--- src/hw/rtl/tkec_pkg.sv ---
// Package for the touch key event controller: result record, batch record,
// input and result kind codes, chip command bytes and the mode byte function.
// Used by tkec_ctrl, tkec_obuf and touch_key_event_controller_unit.
package tkec_pkg;

  // Largest number of results one input item can cause.
  localparam int MAX_RES     = 4;
  localparam int MAX_KEYS    = 4;
  localparam int RES_IDX_W   = $clog2(MAX_RES);
  localparam int RES_CNT_W   = $clog2(MAX_RES + 1);

  // Input item kinds.
  localparam logic [1:0] KIND_STATUS   = 2'd0;
  localparam logic [1:0] KIND_KEY_EN   = 2'd1;
  localparam logic [1:0] KIND_PROX_EN  = 2'd2;
  localparam logic [1:0] KIND_CHIP_RST = 2'd3;

  // Result kinds.
  localparam logic [2:0] RES_RELEASE = 3'd0;
  localparam logic [2:0] RES_PRESS   = 3'd1;
  localparam logic [2:0] RES_WRITE   = 3'd2;
  localparam logic [2:0] RES_RD_CLR  = 3'd3;
  localparam logic [2:0] RES_REJECT  = 3'd4;

  // Chip command bytes.
  localparam logic [7:0] CMD_KEY_BASE  = 8'h30;
  localparam logic [7:0] CMD_KEY_PROX  = 8'h31;
  localparam logic [7:0] CMD_KEY_ALL   = 8'h3F;
  localparam logic [7:0] CMD_CHIP_RST  = 8'h20;
  localparam logic [7:0] MODE_OFF      = 8'h00;
  localparam logic [7:0] MODE_PROX     = 8'h05;
  localparam logic [7:0] MODE_KEYS     = 8'h02;

  // Upper status nibble that reports finished calibration.
  localparam logic [3:0] CAL_DONE_NIB  = 4'h4;
  localparam int         CAL_BIT       = 7;

  typedef struct packed {
    logic [2:0] result_kind;
    logic [1:0] key_number;
    logic [7:0] write_byte;
  } res_t;

  // All results of one input item, in order, with their count.
  typedef struct packed {
    res_t [MAX_RES-1:0]   item;
    logic [RES_CNT_W-1:0] count;
  } batch_t;

  function automatic res_t mk_res(logic [2:0] kind, logic [1:0] key, logic [7:0] wbyte);
    res_t r;
    r.result_kind = kind;
    r.key_number  = key;
    r.write_byte  = wbyte;
    return r;
  endfunction

  // Mode byte that follows a key byte, from the enable mask.
  function automatic logic [7:0] mode_byte(logic [MAX_KEYS-1:0] mask);
    logic [7:0] m;
    if (mask == '0) begin
      m = MODE_OFF;
    end else if (mask == MAX_KEYS'(1)) begin
      m = MODE_PROX;
    end else begin
      m = MODE_KEYS;
    end
    return m;
  endfunction

endpackage

--- src/hw/rtl/tkec_ctrl.sv ---
// Key state registers and the single-pass evaluation of one input item into
// its list of results. Depends on tkec_pkg.
module tkec_ctrl #(
  parameter int NUM_KEYS = tkec_pkg::MAX_KEYS
) (
  input  logic              clk,
  input  logic              rst_n,
  input  logic              accept,
  input  logic [1:0]        kind,
  input  logic [7:0]        status,
  input  logic              read_ok,
  input  logic [1:0]        key_index,
  input  logic              enable,
  input  logic              batch_last,
  output tkec_pkg::batch_t  batch
);

  logic [NUM_KEYS-1:0]           en_mask_r, en_mask_nxt;
  logic [NUM_KEYS-1:0]           prs_mask_r, prs_mask_nxt;
  logic                          calib_r, calib_nxt;
  logic                          rdfail_r, rdfail_nxt;

  logic [tkec_pkg::RES_CNT_W-1:0] n;
  logic [NUM_KEYS-1:0]           now_keys;
  logic [NUM_KEYS-1:0]           rel_set;
  logic [NUM_KEYS-1:0]           prs_set;
  logic [NUM_KEYS-1:0]           key_bit;
  logic [tkec_pkg::MAX_KEYS-1:0] mask_ext;
  logic [tkec_pkg::MAX_KEYS-1:0] mask_cur_ext;
  logic                          key_bad;
  logic [7:0]                    batch_byte;

  assign now_keys = status[NUM_KEYS-1:0];
  assign key_bit  = NUM_KEYS'(1) << key_index;
  assign key_bad  = (key_index == 2'd0) || ({1'b0, key_index} >= 3'(NUM_KEYS));

  // Evaluate the item: next key state and the ordered result list.
  always_comb begin
    en_mask_nxt  = en_mask_r;
    prs_mask_nxt = prs_mask_r;
    calib_nxt    = calib_r;
    rdfail_nxt   = rdfail_r;
    batch        = '0;
    n            = '0;
    rel_set      = en_mask_r & prs_mask_r;
    prs_set      = '0;
    mask_ext     = '0;
    mask_cur_ext = '0;
    mask_cur_ext[NUM_KEYS-1:0] = en_mask_r;
    batch_byte   = tkec_pkg::CMD_KEY_BASE;

    case (kind)
      tkec_pkg::KIND_STATUS: begin
        if (!read_ok || status[tkec_pkg::CAL_BIT]) begin
          // Failed read or calibration start: release every held key that is enabled.
          for (int i = 0; i < NUM_KEYS; i++) begin
            if (rel_set[i]) begin
              batch.item[n[tkec_pkg::RES_IDX_W-1:0]] =
                tkec_pkg::mk_res(tkec_pkg::RES_RELEASE, 2'(i), 8'h00);
              n = n + 1'b1;
            end
          end
          prs_mask_nxt = '0;
          if (!read_ok) begin
            rdfail_nxt = 1'b1;
          end else begin
            calib_nxt = 1'b1;
          end
        end else if (calib_r) begin
          if (status[7:4] == tkec_pkg::CAL_DONE_NIB) begin
            calib_nxt = 1'b0;
            batch.item[0] = tkec_pkg::mk_res(tkec_pkg::RES_WRITE, 2'd0,
                                             tkec_pkg::CMD_KEY_BASE | 8'(mask_cur_ext));
            batch.item[1] = tkec_pkg::mk_res(tkec_pkg::RES_WRITE, 2'd0,
                                             tkec_pkg::mode_byte(mask_cur_ext));
            n = 3'd2;
          end else begin
            // Calibration not done: all keys off, mode byte for an empty mask.
            en_mask_nxt   = '0;
            batch.item[0] = tkec_pkg::mk_res(tkec_pkg::RES_WRITE, 2'd0,
                                             tkec_pkg::mode_byte('0));
            n = 3'd1;
          end
        end else begin
          // Normal report: releases first, then presses, ascending keys.
          rel_set = ~now_keys & prs_mask_r & en_mask_r;
          prs_set = now_keys & ~prs_mask_r & en_mask_r;
          for (int i = 0; i < NUM_KEYS; i++) begin
            if (rel_set[i]) begin
              batch.item[n[tkec_pkg::RES_IDX_W-1:0]] =
                tkec_pkg::mk_res(tkec_pkg::RES_RELEASE, 2'(i), 8'h00);
              n = n + 1'b1;
            end
          end
          for (int i = 0; i < NUM_KEYS; i++) begin
            if (prs_set[i]) begin
              batch.item[n[tkec_pkg::RES_IDX_W-1:0]] =
                tkec_pkg::mk_res(tkec_pkg::RES_PRESS, 2'(i), 8'h00);
              n = n + 1'b1;
            end
          end
          prs_mask_nxt = now_keys;
        end
      end

      tkec_pkg::KIND_KEY_EN: begin
        // A pending failed read is cleared by a read first.
        if (rdfail_r) begin
          batch.item[0] = tkec_pkg::mk_res(tkec_pkg::RES_RD_CLR, 2'd0, 8'h00);
          n = 3'd1;
          if (read_ok) begin
            rdfail_nxt = 1'b0;
          end
        end
        if (key_bad) begin
          batch.item[n[tkec_pkg::RES_IDX_W-1:0]] =
            tkec_pkg::mk_res(tkec_pkg::RES_REJECT, 2'd0, 8'h00);
          n = n + 1'b1;
        end else begin
          if (enable) begin
            en_mask_nxt = en_mask_r | key_bit;
          end else begin
            if ((prs_mask_r & key_bit) != '0) begin
              batch.item[n[tkec_pkg::RES_IDX_W-1:0]] =
                tkec_pkg::mk_res(tkec_pkg::RES_RELEASE, key_index, 8'h00);
              n = n + 1'b1;
              prs_mask_nxt = prs_mask_r & ~key_bit;
            end
            en_mask_nxt = en_mask_r & ~key_bit;
          end
          if (batch_last) begin
            mask_ext[NUM_KEYS-1:0] = en_mask_nxt;
            if (enable) begin
              batch_byte = tkec_pkg::CMD_KEY_ALL;
            end else if (en_mask_nxt[0]) begin
              batch_byte = tkec_pkg::CMD_KEY_PROX;
            end else begin
              batch_byte = tkec_pkg::CMD_KEY_BASE;
            end
            batch.item[n[tkec_pkg::RES_IDX_W-1:0]] =
              tkec_pkg::mk_res(tkec_pkg::RES_WRITE, 2'd0, batch_byte);
            n = n + 1'b1;
            batch.item[n[tkec_pkg::RES_IDX_W-1:0]] =
              tkec_pkg::mk_res(tkec_pkg::RES_WRITE, 2'd0, tkec_pkg::mode_byte(mask_ext));
            n = n + 1'b1;
          end
        end
      end

      tkec_pkg::KIND_PROX_EN: begin
        en_mask_nxt[0] = enable;
        mask_ext[NUM_KEYS-1:0] = en_mask_nxt;
        batch.item[0] = tkec_pkg::mk_res(tkec_pkg::RES_WRITE, 2'd0,
                                         tkec_pkg::CMD_KEY_BASE | 8'(mask_ext));
        batch.item[1] = tkec_pkg::mk_res(tkec_pkg::RES_WRITE, 2'd0,
                                         tkec_pkg::mode_byte(mask_ext));
        n = 3'd2;
      end

      default: begin
        batch.item[0] = tkec_pkg::mk_res(tkec_pkg::RES_WRITE, 2'd0, tkec_pkg::CMD_CHIP_RST);
        n = 3'd1;
      end
    endcase

    batch.count = n;
  end

  // Key state registers, updated on each accepted input transfer.
  always_ff @(posedge clk) begin
    if (!rst_n) begin
      en_mask_r  <= NUM_KEYS'(1);
      prs_mask_r <= '0;
      calib_r    <= 1'b0;
      rdfail_r   <= 1'b0;
    end else if (accept) begin
      en_mask_r  <= en_mask_nxt;
      prs_mask_r <= prs_mask_nxt;
      calib_r    <= calib_nxt;
      rdfail_r   <= rdfail_nxt;
    end
  end

endmodule

--- src/hw/rtl/tkec_obuf.sv ---
// Result register: holds the result list of one item and hands the results
// out one per cycle while out_ready is high on the output channel. Depends on tkec_pkg.
module tkec_obuf (
  input  logic             clk,
  input  logic             rst_n,
  input  logic             load,
  input  tkec_pkg::batch_t batch,
  output logic             can_load,
  output logic             out_valid,
  input  logic             out_ready,
  output logic [2:0]       out_result_kind,
  output logic [1:0]       out_key_number,
  output logic [7:0]       out_write_byte,
  output logic             out_last
);

  tkec_pkg::batch_t                buf_r;
  logic [tkec_pkg::RES_IDX_W-1:0]  idx_r;
  logic                            valid_r;
  logic                            out_xfer;
  tkec_pkg::res_t                  cur;

  assign cur             = buf_r.item[idx_r];
  assign out_valid       = valid_r;
  assign out_result_kind = cur.result_kind;
  assign out_key_number  = cur.key_number;
  assign out_write_byte  = cur.write_byte;
  assign out_last        = ({1'b0, idx_r} == (buf_r.count - 1'b1));
  assign out_xfer        = valid_r && out_ready;

  // A new list may enter while the final result leaves.
  assign can_load = !valid_r || (out_ready && out_last);

  // Payload of the result list.
  always_ff @(posedge clk) begin
    if (load && (batch.count != '0)) begin
      buf_r <= batch;
    end
  end

  // Read pointer and valid flag.
  always_ff @(posedge clk) begin
    if (!rst_n) begin
      valid_r <= 1'b0;
      idx_r   <= '0;
    end else if (load) begin
      valid_r <= (batch.count != '0);
      idx_r   <= '0;
    end else if (out_xfer) begin
      if (out_last) begin
        valid_r <= 1'b0;
      end else begin
        idx_r <= idx_r + 1'b1;
      end
    end
  end

  // A held list is never empty.
  a_count_nonzero: assert property (@(posedge clk) disable iff (!rst_n)
    valid_r |-> (buf_r.count != '0))
    else $error("result list held with zero count");

  // The read pointer stays inside the held list.
  a_idx_in_range: assert property (@(posedge clk) disable iff (!rst_n)
    valid_r |-> ({1'b0, idx_r} < buf_r.count))
    else $error("result pointer beyond list");

  // A taken result that is not the last leaves another one showing.
  a_more_follows: assert property (@(posedge clk) disable iff (!rst_n)
    (out_xfer && !out_last) |=> (valid_r && (idx_r == $past(idx_r) + 1'b1)))
    else $error("result list cut short");

endmodule

--- src/hw/rtl/touch_key_event_controller_unit.sv ---
// Top level of the touch key event controller: input channel, key state and
// evaluation (tkec_ctrl), result register (tkec_obuf). Depends on tkec_pkg.
//
// Usage:
//   The input channel (in_valid/in_ready) carries one request or status
//   report per transfer. Each item causes zero to four results, which leave
//   on the output channel (out_valid/out_ready), one per transfer, in order;
//   out_last marks the final result of an item.
//   Latency: the first result of an item shows in the cycle after its input
//   transfer. The item is evaluated combinationally into a result register.
//   Throughput: an item with n results occupies the output for n transfers
//   (one to four); the next item is taken in the same cycle its final result
//   is transferred, so items causing no result go at one per cycle.
//   Reset (rst_n low, synchronous): the enable mask holds the proximity key
//   only, no key is held, calibration and failed-read flags are clear, and
//   the result register is empty.
//   When the receiver stalls, the current result holds and in_ready stays
//   low until the final result of the held item is being transferred.
module touch_key_event_controller_unit #(
  parameter int NUM_KEYS = tkec_pkg::MAX_KEYS
) (
  input  logic       clk,
  input  logic       rst_n,
  input  logic       in_valid,
  output logic       in_ready,
  input  logic [1:0] in_kind,
  input  logic [7:0] in_status,
  input  logic       in_read_ok,
  input  logic [1:0] in_key_index,
  input  logic       in_enable,
  input  logic       in_batch_last,
  output logic       out_valid,
  input  logic       out_ready,
  output logic [2:0] out_result_kind,
  output logic [1:0] out_key_number,
  output logic [7:0] out_write_byte,
  output logic       out_last
);

  logic             in_xfer;
  tkec_pkg::batch_t batch;

  // An input transfer happens when the result register can take its list.
  assign in_xfer = in_valid && in_ready;

  tkec_ctrl #(
    .NUM_KEYS(NUM_KEYS)
  ) u_ctrl (
    .clk       (clk),
    .rst_n     (rst_n),
    .accept    (in_xfer),
    .kind      (in_kind),
    .status    (in_status),
    .read_ok   (in_read_ok),
    .key_index (in_key_index),
    .enable    (in_enable),
    .batch_last(in_batch_last),
    .batch     (batch)
  );

  tkec_obuf u_obuf (
    .clk            (clk),
    .rst_n          (rst_n),
    .load           (in_xfer),
    .batch          (batch),
    .can_load       (in_ready),
    .out_valid      (out_valid),
    .out_ready      (out_ready),
    .out_result_kind(out_result_kind),
    .out_key_number (out_key_number),
    .out_write_byte (out_write_byte),
    .out_last       (out_last)
  );

endmodule
--- config.mk ---
export PLATFORM = sky130hd
export DESIGN_NAME = touch_key_event_controller_unit
export DESIGN_NICKNAME = d
export VERILOG_FILES = /design/src/hw/rtl/tkec_pkg.sv /design/src/hw/rtl/tkec_ctrl.sv /design/src/hw/rtl/tkec_obuf.sv /design/src/hw/rtl/touch_key_event_controller_unit.sv
export SDC_FILE = /design/constraint.sdc
export NUM_CORES = 1
export LEC_CHECK = 0
export BUFFER_PORTS_ARGS = -buffer_cell sky130_fd_sc_hd__buf_2
export CORE_ASPECT_RATIO = 0.9
export CORE_UTILIZATION = 39
export CTS_BUF_LIST = sky130_fd_sc_hd__clkbuf_8
export CTS_CLUSTER_DIAMETER = 100
export DETAILED_ROUTE_END_ITERATION = 10
export GPL_TIMING_DRIVEN = 0
export SYNTH_ARGS = -nofsm -noshare
export SYNTH_HDL_FRONTEND = slang
export SYNTH_SLANG_ARGS = --single-unit
--- constraint.sdc ---
create_clock -name clk -period 15.55 [get_ports clk]
set_input_delay 0.7775 -clock clk [delete_from_list [all_inputs] [get_ports clk]]
set_output_delay 0.7775 -clock clk [all_outputs]
set_load 0.005 [all_outputs]
# Yosys cells after proc, flatten, opt, wreduce, memory -nomap -nowiden
# Cells that the tools add are included.
# op_classes
addsub	15
n_lt_le_gt_ge	27
n_eq_ne	17
n_shift	1
muxes	176
bitwise_logic	47
n_reduce_logical	40
# ops
operator	count
two-way mux 52 bit	39
demux 13 bit (select 2 bit)	13
NOT 48 bit	6
two-way mux 13 bit	20
bitwise AND 44 bit	4
NOT 44 bit	4
bitwise mux 52 bit	3
two-way mux 3 bit	51
bitwise AND 12 x 48 -> 48 bit	3
bitwise AND 48 bit	3
one-hot mux 13 bit (3 select lines)	2
two-way mux 8 bit	8
two-way mux 26 bit	2
one-hot mux 26 bit (2 select lines)	1
two-way mux 4 bit	12
less-than comparator 2 x 3 -> 1 bit (second input constant)	14
bitwise AND 40 bit	1
NOT 40 bit	1
adder 3 x 1 -> 3 bit (second input constant)	13
bitwise AND 4 bit	8
bitwise OR 8 bit	4
binary-select mux 13 bit (select 2 bit)	1
greater-or-equal comparator 2 x 1 -> 1 bit (second input constant)	13
two-way mux 12 bit	2
other kinds (37)	95
# totals
regBits	68
in_bits	19
out_inout_bits	16

# Depth between registers and ports, before layout
# depth
word_depth	47
mapped_depth	26
depth_no_buf	25

# Modules after synthesis
# Synthesis repeated with hierarchy kept, for this count alone.
# hier_totals
cells_unflattened	523
hier_area_um2	5180.0
# modules_own_cells
module	n_inst	cells_each	area_each_um2
tkec_ctrl	1	419	2907.8
tkec_obuf	1	103	2265.9
touch_key_event_controller_unit	1	1	6.3

# Worst setup path before layout
# OpenSTA, ideal clock, no wires.
# synth_timing
kind	input-to-reg
startpoint	input port in_status[0]
endpoint	register u_obuf.buf_r[0] (netlist name) (enable)
setup_time_ns	0.441
arrival_time_ns	6.686
slack_ns	8.423
path_stages	24
path_buffers	0
path_cell_list	and3b_1 > inv_1 > ha_1 > xnor2_4 > inv_1 > ha_1 > nor2_1 > nor2_1 > ha_1 > nand4b_1 > o31ai_1 > a21oi_1 > ha_1 > nand2_1 > o21ai_0 > ha_1 > mux2_2 > ha_1 > nand2_1 > xnor3_1 > xnor2_1 > o21ai_0 > nor3_2 > nor2_1
# synth_via
elab_chain_len	44
# synth_rtl
item	line_no	source
start, declared	touch_key_event_controller_unit.sv:27	input logic [7:0] in_status,
NOT 4 bit	tkec_ctrl.sv:86	rel_set = ~now_keys & prs_mask_r & en_mask_r;
bitwise AND 4 bit (2 in series)	tkec_ctrl.sv:86	
two-way mux 1 bit	tkec_ctrl.sv:89	if (rel_set[i]) begin
two-way mux 3 bit	tkec_ctrl.sv:69	end else if (calib_r) begin
two-way mux 3 bit	tkec_ctrl.sv:54	if (!read_ok || status[tkec_pkg::CAL_BIT]) begin
two-way mux 3 bit	tkec_ctrl.sv:52	case (kind)
adder 3 x 1 -> 3 bit	tkec_ctrl.sv:92	n = n + 1'b1;
two-way mux 3 bit	tkec_ctrl.sv:89	
[27 not listed]	-	
two-way mux 3 bit (*)	tkec_ctrl.sv:52	
adder 3 x 1 -> 3 bit	tkec_ctrl.sv:99	n = n + 1'b1;
two-way mux 3 bit (*)	tkec_ctrl.sv:96	if (prs_set[i]) begin
two-way mux 3 bit (*)	tkec_ctrl.sv:69	
two-way mux 3 bit (*)	tkec_ctrl.sv:54	
one-hot mux 3 bit (3 select lines) (*)	tkec_ctrl.sv:52	
nonzero test 3 bit (*)	tkec_obuf.sv:36	if (load && (batch.count != '0)) begin
logical AND 1 bit (*)	tkec_obuf.sv:36	
end signal, assigned	tkec_obuf.sv:37	buf_r <= batch;
end, declared	tkec_obuf.sv:17	tkec_pkg::batch_t buf_r;
# Every way passes the cells marked *; elsewhere a longest branch is shown, timed or not. The select of a mux whose other input is x is not followed.
# A chain may end at the register's enable or synchronous reset.

# Worst setup path after layout
# layout_timing
startpoint	input port in_status[0]
endpoint	register u_obuf.buf_r[44] (netlist name) (enable)
# The elaborated chain is that of the path after synthesis.

==> flow_summary.yaml <==
run_status:
  status: "complete, no violations"
cts:
  cts_tree: "built"
  worstSkewPairLatency_ps: 320
  clkTransAtPathRegs_ps: 100
  clock_path_buffers: 2
  holdBufCountCts: 0
  cts.sinks: 55
  cts-root-buf: "clkbuf_8"
  cts_buffers: 5
  ctsResizeCount: 0
  htreeDepth: 2
  post_cts_buffers: 0
sta:
  slew_viol_final: 0
  setup_viol_count_final: 0
  clock_skew_ps: 13.91
  tightestPinTransition_ps: 795.4
  min_period_ps: 6350
  fmax_mhz: 157.5
  tns_ps: 0
  worst_slack_ps: 9200
  hold_viol_final: 0
  fin_crit_sh: 0.4084
  rsz0062_at_grt: "false"
  maxSlewHeadroom: 0.4560
setup_path:
  r2r_slack_ps: 9300
  critical_path.max_fanout: 27
  worstSetupPathType: "input pin to register"
  cp-endpoint: "u_obuf.buf_r[44]"
  r2r_end: "u_obuf.buf_r[44]"
  cp-end-kind: "register"
  r2r_start: "u_ctrl.en_mask_r[0]"
  required_ps: 15570
  startpoint_type: "input pin"
  rr_worst_depth: 26
  crit_arrival_ps: 6370
  crit_path_start: "in_status[0]"
floorplanning:
  die_x_um: 117.3
  die_area_mm2: 0.01241
  die_y_um: 105.8
  io_pins: 35
  floorplan.initialDensity: 0.4050
  rows: 37
  core_area_mm2: 0.01153
logic_synthesis:
  synth_compound_area_frac: 0.1689
  syn_area_mm2: 0.004668
  ys_seq_area_frac: 0.3259
  synthMuxAreaShare: 0.06406
  yosys.area_share.simple: 0.1951
  yosysTopAreaCellShare: 0.2702
  ys_top_cells_by_area: "edfxtp_1, ha_1, dfxtp_1"
  synth_xor_area_frac: 0.03994
  synthAdderAreaFrac: 0.1356
  yosys.area.top_type: "edfxtp_1"
  synth-main-ff-cell: "edfxtp_1"
  yosys_warnings: 0
  synth_edf_count: 42
  syn_inst: 490
  postSynth.asyncResetShare: 0
  syn_area_per_cell_um2: 9.527
  synth_top_family_by_area: "simple AND/OR/NAND/NOR gates"
  ys_ff_latch: 55
  ys_types: 82
global_routing:
  antenna_found_initial: 0
  grt_usage: 0.1858
  grt_pass1_vias: 3444
  grt_pass1_wl_mm: 18.12
  overflow: 0
  grt_max_degree: 28
job:
  maxCapViolCount: 0
finish:
  nets: 600
  diodes: 0
  stdcell_area_mm2: 0.005152
  area.sequential_mm2: 0.001521
  syn_to_final_growth_pct: 10.37
  fillers: 1118
  multiInputGateArea_mm2: 0.002833
  final_cell_count_no_fill: 688
  drive_above_1_share: 0.1729
detailed_routing:
  drtIter0Drc: 362
  routed_wl_mm: 11.40
  detail-route-antenna-nets: 0
  via_per_inst: 5.458
  first_pass_iters: 5
  num_vias: 3755
  wire_per_inst_um: 16.57
  drc: 0
min_path:
  hold_class: "register to register"
  worstHoldStart: "u_obuf.out_valid"
placed_design:
  post-dp-hpwl_mm: 9.083
  post_dp_cell_area_mm2: 0.005062
  place_congestion: 0.8902
  pre_cts_ws_ps: 8929
  portBuffers: 32
  dp.cells: 680
power_and_ir_drop:
  p_leak_uw: 0.002107
  power.density_mw_per_mm2: 61.16
  ir_drop_uv: 42.87
## power by group
part           total [uW]  switching (uW)  leakage (uW)  internal (uW)
Combinational        63.4            38.2       0.00155           25.2
Sequential            170            2.96      0.000508            167
Clock                81.7            49.8     0.0000495           31.9
Total                 315            91.0       0.00211            224
## placed cells by master, fill, tap and decap left out, types with 9 or more instances in the layout
cell type / instances
buf_2: 40
inv_1: 35
a21oi_1: 37
nand2_1: 47
dfxtp_1: 13
nor2_1: 29
ha_1: 49
o21ai_0: 31
and2_1: 9
mux4_2: 11
edfxtp_1: 42
nand3_1: 11
clkbuf_1: 11
a21boi_0: 9
## cell type report
cell class	instances	share of cell area
inverters	34	0.02477
repair buffers	33	0.03643
clock buffers	5	0.01336
multi-input cells	370	0.5498
flip-flops and latches	55	0.2953
clock inverters	3	0.004128
plain buffers	32	0.03837
well taps	156	0.03788
## cells in the mapped netlist, types with 4 or more instances
cell / count
ha_1: 49
nand2_1: 47
edfxtp_1: 42
a21oi_1: 37
inv_1: 34
o21ai_0: 31
nor2_1: 30
dfxtp_1: 13
clkbuf_1: 11
mux4_2: 11
nand3_1: 11
a21boi_0: 9
and2_1: 9
buf_2: 8
and3b_1: 7
nor3_1: 7
xnor2_1: 7
a22oi_1: 6
nand2b_1: 6
nor3b_1: 6
nand4_1: 5
or3_1: 5
a31oi_1: 4
buf_4: 4
mux2i_1: 4
nand3b_1: 4
o22ai_1: 4
xor2_1: 4
## layer usage
layer / share of wire / up-vias / track usage / wire [um]
met1: 0.53 / 1810 / 0.2885 / 5985
li1: - / 1840 / - / -
met4: 0.016 / 0 / 0.04174 / 179
met2: 0.42 / 90 / 0.2692 / 4762
met5: 0 / - / 0 / 0
met3: 0.041 / 15 / 0.02435 / 470
## cell families after synthesis
family	Yosys count
compound gates	123
xor+xnor	15
fa+ha+maj	50
buf+inv	66
flops	55
mux	16
other cells	1
simple gates	164
## stage by stage
stage	power [uW]	hold slack [ps]	utilization
finish	315.1	575.7	0.4470
global route	328.8	610.4	0.4470
CTS	315.6	572.5	0.4470
detailed placement	236.3	557.5	0.4392
global placement	233.6	547.1	0.4361
floorplan	215.3	494.4	-
## how the worst min path moves through the flow
stage	depth (start not counted)	slack (ps)	endpoint
after floorplan	2	490	u_ctrl.prs_mask_r[1]
after global placement	2	550	u_obuf.out_valid
after detailed placement	2	560	u_obuf.out_valid
after CTS	2	570	u_obuf.out_valid
after global routing	2	610	u_obuf.out_valid
final	2	580	u_obuf.out_valid
## flip-flops by register name (all words and copies together) (netlist names)
name               flops
u_ctrl.rdfail_r        1
u_obuf.out_valid       1
u_obuf.idx_r           2
u_obuf.buf_r          42
u_ctrl.prs_mask_r      4
u_ctrl.calib_r         1
u_ctrl.en_mask_r       4
## critical path, cell delays in order
cell,delay (ps)
buf_2,140
and3b_1,290
inv_1,80
ha_1,410
xnor2_4,270
inv_1,100
ha_1,300
nor2_1,50
nor2_1,180
ha_1,270
nand4b_1,100
o31ai_1,70
a21oi_1,340
ha_1,330
nand2_1,60
o21ai_0,190
ha_1,350
mux2_2,300
ha_1,190
nand2_1,130
xnor3_1,250
xnor2_1,170
o21ai_0,250
nor3_2,110
nor2_4,410
buf_16,240
Note: power is estimated with default switching activity, not from simulation.
